===== config.mk =====
export PLATFORM = sky130hd
export DESIGN_NAME = json_string_unescape_utf8
export DESIGN_NICKNAME = d
export VERILOG_FILES = /design/src/sv/jsu_pkg.sv /design/src/sv/jsu_front.sv /design/src/sv/jsu_queue.sv /design/src/sv/jsu_back.sv /design/src/sv/json_string_unescape_utf8.sv
export SDC_FILE = /design/constraint.sdc
export NUM_CORES = 1
export LEC_CHECK = 0
export ABC_AREA = 1
export ABC_CLOCK_PERIOD_IN_PS = 2750
export BUFFER_PORTS_ARGS = -buffer_cell sky130_fd_sc_hd__clkbuf_2
export CORE_ASPECT_RATIO = 0.75
export CORE_MARGIN = 3
export CORE_UTILIZATION = 36
export DETAILED_ROUTE_END_ITERATION = 10
export PLACE_DENSITY = 0.56
export SETUP_SLACK_MARGIN = 0.5
export SKIP_CTS_REPAIR_TIMING = 1
export SLEW_MARGIN = 25
export SYNTH_ARGS = -nofsm -noshare
export SYNTH_HDL_FRONTEND = slang
export SYNTH_SLANG_ARGS = --single-unit

===== constraint.sdc =====
create_clock -name clk -period 2.75 [get_ports clk]
set_input_delay 0.1375 -clock clk [delete_from_list [all_inputs] [get_ports clk]]
set_output_delay 0.1375 -clock clk [all_outputs]
set_load 0.02 [all_outputs]

===== src/sv/jsu_pkg.sv =====
`timescale 1ns / 1ps

package jsu_pkg;

    localparam int MaxResults = 4;

    typedef enum logic [2:0] {
        KIND_DATA     = 3'd0,
        KIND_CLOSED   = 3'd1,
        KIND_BAD_HEX  = 3'd2,
        KIND_BAD_SURR = 3'd3,
        KIND_UNTERM   = 3'd4
    } kind_t;

    localparam logic [7:0] CH_NUL    = 8'h00;
    localparam logic [7:0] CH_QUOTE  = 8'h22;
    localparam logic [7:0] CH_SLASH  = 8'h2f;
    localparam logic [7:0] CH_BSLASH = 8'h5c;
    localparam logic [7:0] CH_B      = 8'h62;
    localparam logic [7:0] CH_F      = 8'h66;
    localparam logic [7:0] CH_N      = 8'h6e;
    localparam logic [7:0] CH_R      = 8'h72;
    localparam logic [7:0] CH_T      = 8'h74;
    localparam logic [7:0] CH_U      = 8'h75;

    localparam logic [7:0] BYTE_BS = 8'h08;
    localparam logic [7:0] BYTE_FF = 8'h0c;
    localparam logic [7:0] BYTE_LF = 8'h0a;
    localparam logic [7:0] BYTE_CR = 8'h0d;
    localparam logic [7:0] BYTE_HT = 8'h09;

    localparam logic [5:0]  HIGH_SURR_TAG = 6'b110110;
    localparam logic [5:0]  LOW_SURR_TAG  = 6'b110111;
    localparam logic [20:0] SUPP_BASE     = 21'h10000;

    // One accepted byte worth of results; slot 0 goes out first.
    typedef struct packed {
        logic [2:0]            cnt;
        logic [3:0][2:0]       kind;
        logic [3:0][7:0]       data;
    } cmd_t;

    // {not_hex, value}
    function automatic logic [4:0] hex_decode(input logic [7:0] c);
        logic [4:0] r;
        r = 5'h10;
        if (c >= 8'h30 && c <= 8'h39) begin
            r = {1'b0, 4'(c - 8'h30)};
        end
        else if (c >= 8'h61 && c <= 8'h66) begin
            r = {1'b0, 4'(c - 8'h57)};
        end
        else if (c >= 8'h41 && c <= 8'h46) begin
            r = {1'b0, 4'(c - 8'h37)};
        end
        return r;
    endfunction

    function automatic cmd_t utf8_encode(input logic [20:0] cp);
        cmd_t cmd;
        cmd = '0;
        for (int i = 0; i < MaxResults; i++) begin
            cmd.kind[i] = KIND_DATA;
        end
        if (cp < 21'h80) begin
            cmd.cnt     = 3'd1;
            cmd.data[0] = {1'b0, cp[6:0]};
        end
        else if (cp < 21'h800) begin
            cmd.cnt     = 3'd2;
            cmd.data[0] = {3'b110, cp[10:6]};
            cmd.data[1] = {2'b10, cp[5:0]};
        end
        else if (cp < SUPP_BASE) begin
            cmd.cnt     = 3'd3;
            cmd.data[0] = {4'b1110, cp[15:12]};
            cmd.data[1] = {2'b10, cp[11:6]};
            cmd.data[2] = {2'b10, cp[5:0]};
        end
        else begin
            cmd.cnt     = 3'd4;
            cmd.data[0] = {5'b11110, cp[20:18]};
            cmd.data[1] = {2'b10, cp[17:12]};
            cmd.data[2] = {2'b10, cp[11:6]};
            cmd.data[3] = {2'b10, cp[5:0]};
        end
        return cmd;
    endfunction

endpackage


===== src/sv/jsu_front.sv =====
`timescale 1ns / 1ps

module jsu_front (
    input  logic               clk,
    input  logic               rst_n,
    input  logic               accept,
    input  logic [7:0]         in_byte,
    output logic               push,
    output jsu_pkg::cmd_t      cmd
);
    import jsu_pkg::*;

    typedef enum logic [5:0] {
        M_PLAIN   = 6'b000001,
        M_ESC     = 6'b000010,
        M_HEX1    = 6'b000100,
        M_WANT_BS = 6'b001000,
        M_WANT_U  = 6'b010000,
        M_HEX2    = 6'b100000
    } mode_t;

    mode_t       mode_reg, mode_next;
    logic [15:0] unit1_reg, unit1_next;
    logic [15:0] unit2_reg, unit2_next;
    logic [1:0]  digits_reg, digits_next;
    logic [4:0]  hex;
    logic        not_hex;
    logic [3:0]  hex_val;

    assign hex     = hex_decode(in_byte);
    assign not_hex = hex[4];
    assign hex_val = hex[3:0];

    always_comb
    begin
        mode_next   = mode_reg;
        unit1_next  = unit1_reg;
        unit2_next  = unit2_reg;
        digits_next = digits_reg;
        cmd         = '0;
        unique case (mode_reg)
            M_ESC:
            begin
                mode_next = M_PLAIN;
                cmd.cnt   = 3'd1;
                case (in_byte) inside
                    CH_BSLASH, CH_SLASH, CH_QUOTE: cmd.data[0] = in_byte;
                    CH_B: cmd.data[0] = BYTE_BS;
                    CH_F: cmd.data[0] = BYTE_FF;
                    CH_N: cmd.data[0] = BYTE_LF;
                    CH_R: cmd.data[0] = BYTE_CR;
                    CH_T: cmd.data[0] = BYTE_HT;
                    CH_U:
                    begin
                        cmd.cnt     = 3'd0;
                        mode_next   = M_HEX1;
                        digits_next = 2'd0;
                    end
                    default:
                    begin
                        // unknown escape: backslash, then the byte as plain text
                        cmd.cnt     = 3'd2;
                        cmd.data[0] = CH_BSLASH;
                        if (in_byte == CH_NUL) begin
                            cmd.kind[1] = KIND_UNTERM;
                        end
                        else if (in_byte == CH_QUOTE) begin
                            cmd.kind[1] = KIND_CLOSED;
                        end
                        else begin
                            cmd.data[1] = in_byte;
                        end
                    end
                endcase
            end
            M_HEX1:
            begin
                if (not_hex) begin
                    cmd.cnt     = 3'd1;
                    cmd.kind[0] = KIND_BAD_HEX;
                    mode_next   = M_PLAIN;
                end
                else begin
                    unit1_next = {unit1_reg[11:0], hex_val};
                    if (digits_reg != 2'd3) begin
                        digits_next = digits_reg + 2'd1;
                    end
                    else if (unit1_next[15:10] == HIGH_SURR_TAG) begin
                        mode_next = M_WANT_BS;
                    end
                    else begin
                        cmd       = utf8_encode({5'd0, unit1_next});
                        mode_next = M_PLAIN;
                    end
                end
            end
            M_WANT_BS:
            begin
                if (in_byte == CH_BSLASH) begin
                    mode_next = M_WANT_U;
                end
                else begin
                    cmd.cnt     = 3'd1;
                    cmd.kind[0] = KIND_BAD_SURR;
                    mode_next   = M_PLAIN;
                end
            end
            M_WANT_U:
            begin
                if (in_byte == CH_U) begin
                    mode_next   = M_HEX2;
                    digits_next = 2'd0;
                end
                else begin
                    cmd.cnt     = 3'd1;
                    cmd.kind[0] = KIND_BAD_SURR;
                    mode_next   = M_PLAIN;
                end
            end
            M_HEX2:
            begin
                if (not_hex) begin
                    cmd.cnt     = 3'd1;
                    cmd.kind[0] = KIND_BAD_SURR;
                    mode_next   = M_PLAIN;
                end
                else begin
                    unit2_next = {unit2_reg[11:0], hex_val};
                    if (digits_reg != 2'd3) begin
                        digits_next = digits_reg + 2'd1;
                    end
                    else begin
                        mode_next = M_PLAIN;
                        if (unit2_next[15:10] != LOW_SURR_TAG) begin
                            cmd.cnt     = 3'd1;
                            cmd.kind[0] = KIND_BAD_SURR;
                        end
                        else begin
                            cmd = utf8_encode(SUPP_BASE +
                                              {1'b0, unit1_reg[9:0], unit2_next[9:0]});
                        end
                    end
                end
            end
            default:
            begin
                mode_next = M_PLAIN;
                if (in_byte == CH_NUL) begin
                    cmd.cnt     = 3'd1;
                    cmd.kind[0] = KIND_UNTERM;
                end
                else if (in_byte == CH_QUOTE) begin
                    cmd.cnt     = 3'd1;
                    cmd.kind[0] = KIND_CLOSED;
                end
                else if (in_byte == CH_BSLASH) begin
                    mode_next = M_ESC;
                end
                else begin
                    cmd.cnt     = 3'd1;
                    cmd.data[0] = in_byte;
                end
            end
        endcase
    end

    assign push = accept && (cmd.cnt != 3'd0);

    always_ff @(posedge clk or negedge rst_n)
    begin
        if (!rst_n) begin
            mode_reg   <= M_PLAIN;
            digits_reg <= 2'd0;
        end
        else if (accept) begin
            mode_reg   <= mode_next;
            digits_reg <= digits_next;
        end
    end

    always_ff @(posedge clk)
    begin
        if (accept) begin
            unit1_reg <= unit1_next;
            unit2_reg <= unit2_next;
        end
    end

endmodule


===== src/sv/jsu_queue.sv =====
`timescale 1ns / 1ps

module jsu_queue #(
    parameter int DEPTH = 4
) (
    input  logic               clk,
    input  logic               rst_n,
    input  logic               push,
    input  jsu_pkg::cmd_t      push_cmd,
    input  logic               pop,
    output jsu_pkg::cmd_t      head_cmd,
    output logic               empty,
    output logic               full
);
    import jsu_pkg::*;

    localparam int PW = $clog2(DEPTH);
    localparam int CW = $clog2(DEPTH + 1);

    cmd_t          mem [DEPTH];
    logic [PW-1:0] wr_ptr_reg, rd_ptr_reg;
    logic [CW-1:0] count_reg;
    logic          do_push, do_pop;

    assign empty    = (count_reg == CW'(0));
    assign full     = (count_reg == CW'(DEPTH));
    assign do_push  = push && !full;
    assign do_pop   = pop && !empty;
    assign head_cmd = mem[rd_ptr_reg];

    always_ff @(posedge clk)
    begin
        if (do_push) begin
            mem[wr_ptr_reg] <= push_cmd;
        end
    end

    always_ff @(posedge clk or negedge rst_n)
    begin
        if (!rst_n) begin
            wr_ptr_reg <= '0;
            rd_ptr_reg <= '0;
            count_reg  <= '0;
        end
        else begin
            if (do_push) begin
                wr_ptr_reg <= (wr_ptr_reg == PW'(DEPTH - 1)) ? '0 : wr_ptr_reg + PW'(1);
            end
            if (do_pop) begin
                rd_ptr_reg <= (rd_ptr_reg == PW'(DEPTH - 1)) ? '0 : rd_ptr_reg + PW'(1);
            end
            if (do_push && !do_pop) begin
                count_reg <= count_reg + CW'(1);
            end
            else if (do_pop && !do_push) begin
                count_reg <= count_reg - CW'(1);
            end
        end
    end

endmodule


===== src/sv/jsu_back.sv =====
`timescale 1ns / 1ps

module jsu_back (
    input  logic               clk,
    input  logic               rst_n,
    input  jsu_pkg::cmd_t      head_cmd,
    input  logic               empty,
    output logic               pop,
    output logic               out_valid,
    input  logic               out_stall,
    output logic [2:0]         out_kind,
    output logic [7:0]         out_byte,
    output logic               out_last
);
    import jsu_pkg::*;

    logic [1:0] slot_reg;
    logic       valid_reg;
    logic [2:0] kind_reg;
    logic [7:0] byte_reg;
    logic       last_reg;
    logic       emit;
    logic       is_last;

    assign emit    = !empty && (!valid_reg || !out_stall);
    assign is_last = ({1'b0, slot_reg} + 3'd1) == head_cmd.cnt;
    assign pop     = emit && is_last;

    always_ff @(posedge clk or negedge rst_n)
    begin
        if (!rst_n) begin
            valid_reg <= 1'b0;
            slot_reg  <= 2'd0;
        end
        else begin
            if (emit) begin
                valid_reg <= 1'b1;
                slot_reg  <= is_last ? 2'd0 : slot_reg + 2'd1;
            end
            else if (!out_stall) begin
                valid_reg <= 1'b0;
            end
        end
    end

    always_ff @(posedge clk)
    begin
        if (emit) begin
            kind_reg <= head_cmd.kind[slot_reg];
            byte_reg <= head_cmd.data[slot_reg];
            last_reg <= is_last;
        end
    end

    assign out_valid = valid_reg;
    assign out_kind  = kind_reg;
    assign out_byte  = byte_reg;
    assign out_last  = last_reg;

endmodule


===== src/sv/json_string_unescape_utf8.sv =====
`timescale 1ns / 1ps
// An input byte's results pass through the queue and the output register to the outputs.
// Throughput: one input byte per cycle while the queue has room; one result per cycle out
// while out_stall is low. A \u escape that completes emits up to 4 bytes, one result each.
// The QUEUE_DEPTH-entry queue between decoder and emitter absorbs those bursts.
// Reset (rst_n, async, active low) empties the queue and returns to plain text mode.
module json_string_unescape_utf8 #(
    parameter int QUEUE_DEPTH = 4
) (
    input  logic       clk,
    input  logic       rst_n,
    input  logic       in_valid,
    output logic       in_stall,
    input  logic [7:0] in_byte,
    output logic       out_valid,
    input  logic       out_stall,
    output logic [2:0] out_kind,
    output logic [7:0] out_byte,
    output logic       out_last
);
    import jsu_pkg::*;

    logic  accept;
    logic  push;
    logic  pop;
    logic  empty;
    logic  full;
    cmd_t  push_cmd;
    cmd_t  head_cmd;

    assign in_stall = full;
    assign accept   = in_valid && !full;

    jsu_front u_front (
        .clk     (clk),
        .rst_n   (rst_n),
        .accept  (accept),
        .in_byte (in_byte),
        .push    (push),
        .cmd     (push_cmd)
    );

    jsu_queue #(
        .DEPTH (QUEUE_DEPTH)
    ) u_queue (
        .clk      (clk),
        .rst_n    (rst_n),
        .push     (push),
        .push_cmd (push_cmd),
        .pop      (pop),
        .head_cmd (head_cmd),
        .empty    (empty),
        .full     (full)
    );

    jsu_back u_back (
        .clk       (clk),
        .rst_n     (rst_n),
        .head_cmd  (head_cmd),
        .empty     (empty),
        .pop       (pop),
        .out_valid (out_valid),
        .out_stall (out_stall),
        .out_kind  (out_kind),
        .out_byte  (out_byte),
        .out_last  (out_last)
    );

    a_report_is_last: assert property (@(posedge clk) disable iff (!rst_n)
        out_valid && (out_kind != KIND_DATA) |-> out_last && (out_byte == 8'd0))
        else $error("status result not last or carries a byte");

    a_kind_range: assert property (@(posedge clk) disable iff (!rst_n)
        out_valid |-> (out_kind <= KIND_UNTERM))
        else $error("result kind out of range");

    a_head_count: assert property (@(posedge clk) disable iff (!rst_n)
        !empty |-> (head_cmd.cnt != 3'd0) && (head_cmd.cnt <= 3'(MaxResults)))
        else $error("queued entry has bad result count");

    a_push_fits: assert property (@(posedge clk) disable iff (!rst_n)
        push |-> !full)
        else $error("queue written while full");

endmodule


Word level (Yosys, flattened, before mapping)
Memories as Yosys holds them, arrays and structs flattened.
Index checks and enable logic that the tools add are counted.
{"block": "totals", "regBits": 54, "latch_bits": 0, "ram_bits": 188, "romBits": 0, "inputBits": 12, "out_inout_bits": 14, "n_memories": 1}
{"block": "op_classes", "n_addsub": 11, "n_mul": 0, "div_mod_pow": 0, "order_cmp": 12, "eq_ne": 32, "shift": 0, "n_mux": 133, "bitwise": 1, "n_reduce_logical": 30}
{"memory": "u_queue.mem", "depth": 4, "word_bits": 47, "rd": 1, "rd_clocked_by_memory_dff": 0, "write_ports": 1, "line_no": "jsu_queue.sv:20", "text": "cmd_t mem [DEPTH];"}
{"cell": "24-bit 2-to-1 mux", "count": 14}
{"cell": "8-bit 2-to-1 mux", "count": 23}
{"cell": "47-bit 2-to-1 mux", "count": 3}
{"cell": "32-bit 2-to-1 mux", "count": 3}
{"cell": "3-bit 2-to-1 mux", "count": 29}
{"cell": "6-bit 2-to-1 mux", "count": 12}
{"cell": "8-bit by 7-bit equality test with 1-bit output, second input constant", "count": 7}
{"cell": "16-bit 2-to-1 mux", "count": 3}
{"cell": "2-bit 2-to-1 mux", "count": 18}
{"cell": "16-bit case mux with 2 select lines", "count": 1}
{"cell": "8-bit case mux with 4 select lines", "count": 1}
{"cell": "3-bit case mux with 5 select lines", "count": 2}
{"cell": "6-bit case mux with 5 select lines", "count": 1}
{"cell": "8-bit case mux with 3 select lines", "count": 1}
{"cell": "22-bit 2-to-1 mux", "count": 1}
{"cell": "17-bit by 20-bit adder with 21-bit output, first input constant", "count": 1}
{"cell": "21-bit by 12-bit less-than comparator with 1-bit output, second input constant", "count": 1}
{"cell": "21-bit by 17-bit less-than comparator with 1-bit output, second input constant", "count": 1}
{"cell": "21-bit by 8-bit less-than comparator with 1-bit output, second input constant", "count": 1}
{"cell": "5-bit 2-to-1 mux", "count": 4}
{"cell": "9-bit 2-to-1 mux", "count": 2}
{"cell": "8-bit binary-select mux with 2-bit select", "count": 1}
{"cell": "8-bit by 6-bit equality test with 1-bit output, second input constant", "count": 2}
{"cell": "8-bit by 7-bit >= comparator with 1-bit output, second input constant", "count": 2}
{"cell": "43 further kinds", "count": 85}

Depth between registers and ports, before layout
Gate-level depths: netlist of run 1.
{"block": "depth", "ltp_word": 27, "ltp_mapped": 19, "depth_no_buf": 19}

Hierarchy
From an unflattened synthesis of run 1, not the netlist that was laid out.
{"block": "hier_totals", "cells_unflattened": 1218, "area_unflattened_um2": 12420.7}
{"module": "jsu_queue", "instances": 1, "cells_per_inst": 609, "area_per_inst_um2": 8207.9}
{"module": "jsu_front", "instances": 1, "cells_per_inst": 500, "area_per_inst_um2": 3265.6}
{"module": "jsu_back", "instances": 1, "cells_per_inst": 107, "area_per_inst_um2": 937.1}
{"module": "json_string_unescape_utf8", "instances": 1, "cells_per_inst": 2, "area_per_inst_um2": 10.0}

Worst setup path after synthesis of run 1
No wires, ideal clock.
{"block": "synth_path", "path_type": "register to register", "from": "reg u_front.mode_reg[1]", "to": "mem u_queue.mem[0][0] in the netlist's numbering, enable pin", "setup_ns": 0.403, "arrival_time_ns": 2.364, "slack_ns": -0.017, "path_stages_with_launch": 12, "n_path_buf": 0, "synth_period_minus_slack_ns": 2.767, "cell_sequence": "dfrtp_1 -> nor2_4 -> nand2_1 -> nor2_2 -> inv_2 -> nand2_1 -> inv_2 -> nand3_4 -> nor2_4 -> nor2_8 -> nand2_8 -> nor2_2"}
{"block": "synth_between", "elab_chain_len": 7}
{"item": "start: declaration", "line_no": "jsu_front.sv:22", "text": "mode_t mode_reg, mode_next;"}
{"item": "start signal: assignment", "line_no": "jsu_front.sv:176", "text": "mode_reg <= mode_next;"}
{"item": "6-bit equality test, or another cell as far along", "line_no": "jsu_front.sv:41", "text": "unique case (mode_reg)"}
{"item": "3-bit case mux with 5 select lines *", "line_no": "jsu_front.sv:41"}
{"item": "3-bit nonzero test *", "line_no": "jsu_front.sv:167", "text": "assign push = accept && (cmd.cnt != 3'd0);"}
{"item": "1-bit logical AND *", "line_no": "jsu_front.sv:167"}
{"item": "1-bit logical AND *", "line_no": "jsu_queue.sv:27", "text": "assign do_push = push && !full;"}
{"item": "1-bit 2-to-1 mux *", "line_no": "jsu_queue.sv:33", "text": "if (do_push) begin"}
{"item": "1-bit 2-to-1 mux (implied by the code) *", "line_no": "jsu_queue.sv:34", "text": "mem[wr_ptr_reg] <= push_cmd;"}
{"item": "end: declaration", "line_no": "jsu_queue.sv:20"}
Every way passes the cells marked *; elsewhere a longest branch is shown, timed or not.

==> metrics.cfg, run 1 <==
[clock_tree]
cts_tree = done
cts-root-buf = clkbuf_16
clock_latency_ns = 0.50
ctsHtreeMaxLevel = 1
cts.path.max_buffers = 3
clk_pin_slew_ns = 0.07
cts_made_buffers = 21
cts.sinks = 206

[yosys]
synth.distinct_cells = 47
synth_cells = 984
ys_ff_latch = 206
synth.yosys.warnings = 0
seq_area_frac_synth_pct = 59.77
synth_flop_cell = edfxtp_1
synth_edf_count = 188
postSynthAreaPerCell_um2 = 10.37
ys_async_sr_fraction_pct = 8.738
synth_top_cell_by_area = edfxtp_1
yosys-top-cells-area = edfxtp_1, nand2_1, nor2_1
syn-cell-area_mm2 = 0.01020
synth_top_area_share_pct = 55.34

[floorplanning]
die_x_um = 200.4
start_util_pct = 37.15
pin_count = 26
die_y_um = 151.8
placementRows = 52
die_area_mm2 = 0.03041
core_area_mm2 = 0.02746

[sta]
setup_viol = 0
grt_setup_unrepaired = yes
final_max_slew_viol_count = 0
worst_slack_ns = 0.3045
timing.final.crit_period_ns = 2.445
hold_viol_final = 0
post-route-period-util_pct = 88.93
tns_ns = 0
fmax_mhz = 408.9
clock_skew_ns = 0.01142
slew-limit-headroom_pct = 44.10
worstMarginPinSlew_ns = 0.8376

[route]
routed_wl_um = 30270
wl_per_cell_um = 20.17
drt-vias-per-instance = 5.335
drt_first_pass_iters = 5
drc = 0
antenna_left = 0
drtIter0Drc = 872
num_vias = 8008

[setup_path]
critPathRequiredTime_ns = 2.91
cp_max_fo = 7
worstSetupEndpointType = flip-flop
arrival_ns = 2.60
critPathKind = reg -> reg
startpoint_type = flip-flop
r2r_cells = 11

[pwr]
p_leak_uw = 0.004999
p_clk_share_pct = 25.4
power_frac_seq_pct = 38.3
sw_frac_of_total_pct = 34.91
p_switching_uw = 4013
intPower_uw = 7484
combPwrFrac_pct = 36.3
power_density_mw_per_mm2 = 876.1
ir_worst_vdd_v = 0.0006234

[grt]
grt_pass1_wl_um = 41970
grt_max_degree = 67
overflow = 0
antenna_found_initial = 0
grt_use_total_pct = 17.63
first_global_vias = 7231

[layout]
area_growth_pct = 28.65
fill_cells = 2502
antenna_cells = 0
fin_nets = 1137
drive_above_1_share_pct = 29.92
stdcell_count = 1501
largest_reg_flops = 152

[status]
status = completed

[place]
dp.cells = 1389
place.gp.congestion = 0.9588
hpwl_um = 18190
dp_slack_ns = 0.1097
port-buffer-count = 25

[flow_run]
cap_violations = 0

[hold_path]
hp-class = in -> async

path summary, 6_finish.rpt:
kind | from | to | slack, ns
hold reg to reg | u_front.unit2_reg[6] | u_front.unit2_reg[10] | 0.45
hold / removal | rst_n | u_front.digits_reg[1] | 0.14
min in group clk | in_byte[4] | u_queue.mem[2][4] | 0.19
max in group asynchronous | rst_n | u_front.mode_reg[5] | 2.21
setup reg to reg | u_front.unit1_reg[6] | u_queue.mem[3][6] | 0.30
setup / recovery | u_front.unit1_reg[6] | u_queue.mem[3][6] | 0.30
stage by stage:
step | total power (µW) | util [%] | hold slack (ns) | area [µm²]
floorplan | 6663 | - | -0.1581 | 10280
global placement | 7800 | 40.12 | 0.1264 | 11010
detailed placement | 7847 | 40.12 | 0.1334 | 11010
CTS | 10790 | 42.66 | -0.3970 | 11710
global route | 12130 | 47.80 | 0.1765 | 13120
finish | 11500 | 47.80 | 0.1413 | 13120
power by group through the flow:
stage               Clock [µW]  Combinational (µW)  Sequential, µW
floorplan                    0                2100            4560
global placement             0                3340            4460
detailed placement           0                3380            4460
CTS                       2990                3400            4400
global route              3130                4550            4450
finish                    2920                4170            4400
routing by layer:
| metal | up-vias | track usage [%] | wire length (µm) |
|---|---|---|---|
| li1 | 3714 | - | - |
| met1 | 3858 | 26.79 | 14360 |
| met2 | 404 | 25.86 | 12740 |
| met3 | 32 | 3.801 | 2691 |
| met4 | 0 | 3.896 | 477 |
| met5 | - | 0 | 0 |
placed cells by master (no fill, tap or decap), types with 13 or more instances in the layout:
| master | count |
|---|---|
| clkbuf_16 | 33 |
| clkbuf_2 | 25 |
| o21ai_0 | 90 |
| inv_1 | 60 |
| nor2_4 | 25 |
| nand3_1 | 48 |
| inv_2 | 17 |
| edfxtp_1 | 188 |
| o22ai_1 | 16 |
| o221ai_1 | 17 |
| nand4_1 | 16 |
| nor2_1 | 119 |
| dfrtp_1 | 13 |
| buf_4 | 67 |
| a21oi_1 | 19 |
| nand2_1 | 136 |
| buf_12 | 14 |
| nand2_2 | 38 |
layout make-up:
type                    count  area (µm²)  share of cell area, %
repair buffers            129        1331                  10.14
multi-input cells         658        4134                  31.50
clock buffers              24       536.8                  4.090
clock inverters            14       161.4                  1.230
well taps                 378       473.0                  3.604
flip-flops and latches    206        6102                  46.50
inverters                  92       385.4                  2.936
Yosys cell counts, types with 3 or more instances:
library cell	number
edfxtp_1	188
nand2_1	167
nor2_1	126
o21ai_0	94
inv_1	69
nand3_1	59
a21oi_1	21
o22ai_1	20
clkbuf_1	19
inv_2	18
dfrtp_1	17
nor2_2	17
o221ai_1	17
ha_1	16
nand4_1	16
o21ai_1	13
nand2_2	12
o211ai_1	12
buf_2	10
nor2_4	10
nand3_4	7
nor3_1	5
clkinv_1	4
nand2_4	4
nand3_2	4
nand4_4	4
xor2_1	4
a31oi_1	3
buf_4	3
nand2_8	3
nor3_2	3
logic make-up (layout without fill, tap and decap cells):
logic type,count (synthesis),count (layout),share of synthesized area [%]
AO/OA/AOI/OAI,188,188,10.66
XOR/XNOR,5,5,0.4293
adder cells (fa/ha/maj),17,17,2.159
buffers and inverters,124,259,4.845
flip-flops,206,206,59.77
multiplexers,1,1,0.1104
other,1,4,0.03676
AND/OR/NAND/NOR,442,443,21.99
critical path, stage by stage (launching register included):
cell      delay, ns
edfxtp_1       0.49
buf_6          0.18
ha_4           0.16
inv_2          0.05
nand2_2        0.05
nand2_2        0.08
nand3_2        0.09
nor2_4         0.18
buf_8          0.16
nand3_4        0.18
o21ai_2        0.21
nand4_1        0.27
(Power assumes the default switching activity.)
==> run 2, diff against run 1 <==
Settings changed: ABC_CLOCK_PERIOD_IN_PS 2750 to 2950, PLACE_DENSITY 0.56 to 0.54.
Clock period 2.75 ns to 2.95 ns, I/O delays scaled along.
==> metrics.cfg, run 2 (synthesis gave the netlist of run 1 again) <==
[floorplanning]
start_util_pct = 37.15
die_x_um = 200.4
pin_count = 26
die_area_mm2 = 0.03041
placementRows = 52
core_area_mm2 = 0.02746
die_y_um = 151.8

[route]
wl_per_cell_um = 19.75
routed_wl_um = 29010
antenna_left = 0
drt-vias-per-instance = 5.235
num_vias = 7690
drtIter0Drc = 695
wl_met3_um = 2240
drt_first_pass_iters = 5
wl_met1_um = 14270
dr_wl_met2_um = 12050
top_layer_used = met4
drc = 0

[clock_tree]
cts-root-buf = clkbuf_16
cts_tree = done
clock_latency_ns = 0.51
cts.path.max_buffers = 3
cts.sinks = 206
clk_pin_slew_ns = 0.07
cts_made_buffers = 22
ctsHtreeMaxLevel = 1

[sta]
clock_skew_ns = 0.02305
fmax_mhz = 403.4
tns_ns = 0
setup_viol = 0
timing.final.crit_period_ns = 2.479
grt_setup_unrepaired = yes
timing.hold.ws_ns = 0.1387
final_max_slew_viol_count = 0
slew-limit-headroom_pct = 42.08
worstMarginPinSlew_ns = 0.8678
post-route-period-util_pct = 84.03
hold_viol_final = 0

[layout]
antenna_cells = 0
area_growth_pct = 19.40
drive_above_1_share_pct = 22.36
largest_reg_flops = 152
fill_cells = 2688
mostFrequentLayoutCells = edfxtp_1, nand2_1, nor2_1, o21ai_0, inv_1
mostFrequentLayoutCell = edfxtp_1
utilization_pct = 44.36
fin_nets = 1106

[setup_path]
arrival_ns = 2.88
worstSetupEndpointType = flip-flop
critPathKind = reg -> reg
rr_endpoint = u_queue.count_reg[1]
cp_max_fo = 7
critPathRequiredTime_ns = 3.35
r2r_cells = 11
startpoint_type = flip-flop
r2r_slack_ns = 0.47
r2r-start = u_queue.count_reg[0]

[pwr]
p_leak_uw = 0.004620
p_switching_uw = 3603
power_uw = 10230
sw_frac_of_total_pct = 35.24
p_clk_share_pct = 26.0
power_density_mw_per_mm2 = 839.6
intPower_uw = 6623
power_frac_seq_pct = 40.2
combPwrFrac_pct = 33.8
ir_worst_vdd_v = 0.0007675

[grt]
first_global_vias = 7101
grt_use_total_pct = 18.63
antenna_found_initial = 0
overflow = 0
grt_pass1_wl_um = 43830
grt_max_degree = 49

[flow_run]
cap_violations = 0

[place]
place.gp.congestion = 0.9243
port-buffer-count = 25
hpwl_um = 19320

[status]
status = completed

[hold_path]
hp-class = in -> async

## run 2: cell types whose count changed in the layout (fill, tap and decap cells not counted), sizes merged
cell      before  now
buf           90   69
bufinv         3    1
clkbuf        61   55
clkinv        12    9
clkinvlp       0    4
inv           91   87
## run 2: final cells by class
class / count / area, µm² / area share [%]
tap: 378 / 473.0 / 3.883
sequential: 206 / 6103 / 50.11
inverter: 92 / 372.9 / 3.061
clock inverter: 9 / 81.33 / 0.6677
multi-input combinational: 658 / 3767 / 30.93
clock buffer: 29 / 598.1 / 4.910
timing repair buffer: 97 / 784.5 / 6.441
## run 2: metrics by stage
step                setup WS [ns]  std cells  area [µm²]
CTS                        0.2717       1426       11650
finish                     0.4712       1469       12180
floorplan                  0.1833        987       10210
global route               0.3772       1469       12180
global placement           0.2425       1388       10980
detailed placement         0.2242       1388       10980
## run 2: how the worst max path moves through the flow
stage | from | end | slack [ns] | cells past startpoint
final | u_queue.count_reg[0] | u_queue.count_reg[1] | 0.47 | 11
after floorplan | u_front.mode_reg[1] | u_queue.mem[0][0] | 0.18 | 11
after global placement | in_byte[0] | u_queue.count_reg[2] | 0.24 | 20
after global routing | u_front.mode_reg[1] | u_queue.count_reg[1] | 0.38 | 15
after CTS | u_front.mode_reg[1] | u_queue.count_reg[2] | 0.27 | 15
after detailed placement | in_byte[1] | u_queue.count_reg[1] | 0.22 | 16
## run 2: critical path: stages, from the launching register on
cell,delay (ns)
dfrtp_1,0.42
or2_1,0.27
o21ai_1,0.31
inv_1,0.13
nand2_4,0.15
nor2_8,0.06
nand2_8,0.08
inv_4,0.04
ha_4,0.15
inv_4,0.05
fa_2,0.43
mux2_4,0.27
## run 2: power by group through the flow
stage,sequential [µW],combinational [µW],clock [µW]
final,4110,3450,2660
after global routing,4160,3810,2850
after CTS,4100,3160,2720
after detailed placement,4160,3130,0
after global placement,4150,3130,0
after floorplan,4260,1890,0
## run 2: per-layer routing
metal,track usage (%),vias up
li1,-,3639
met1,29.03,3742
met2,27.51,277
met3,3.118,32
met4,3.405,0
met5,0,-
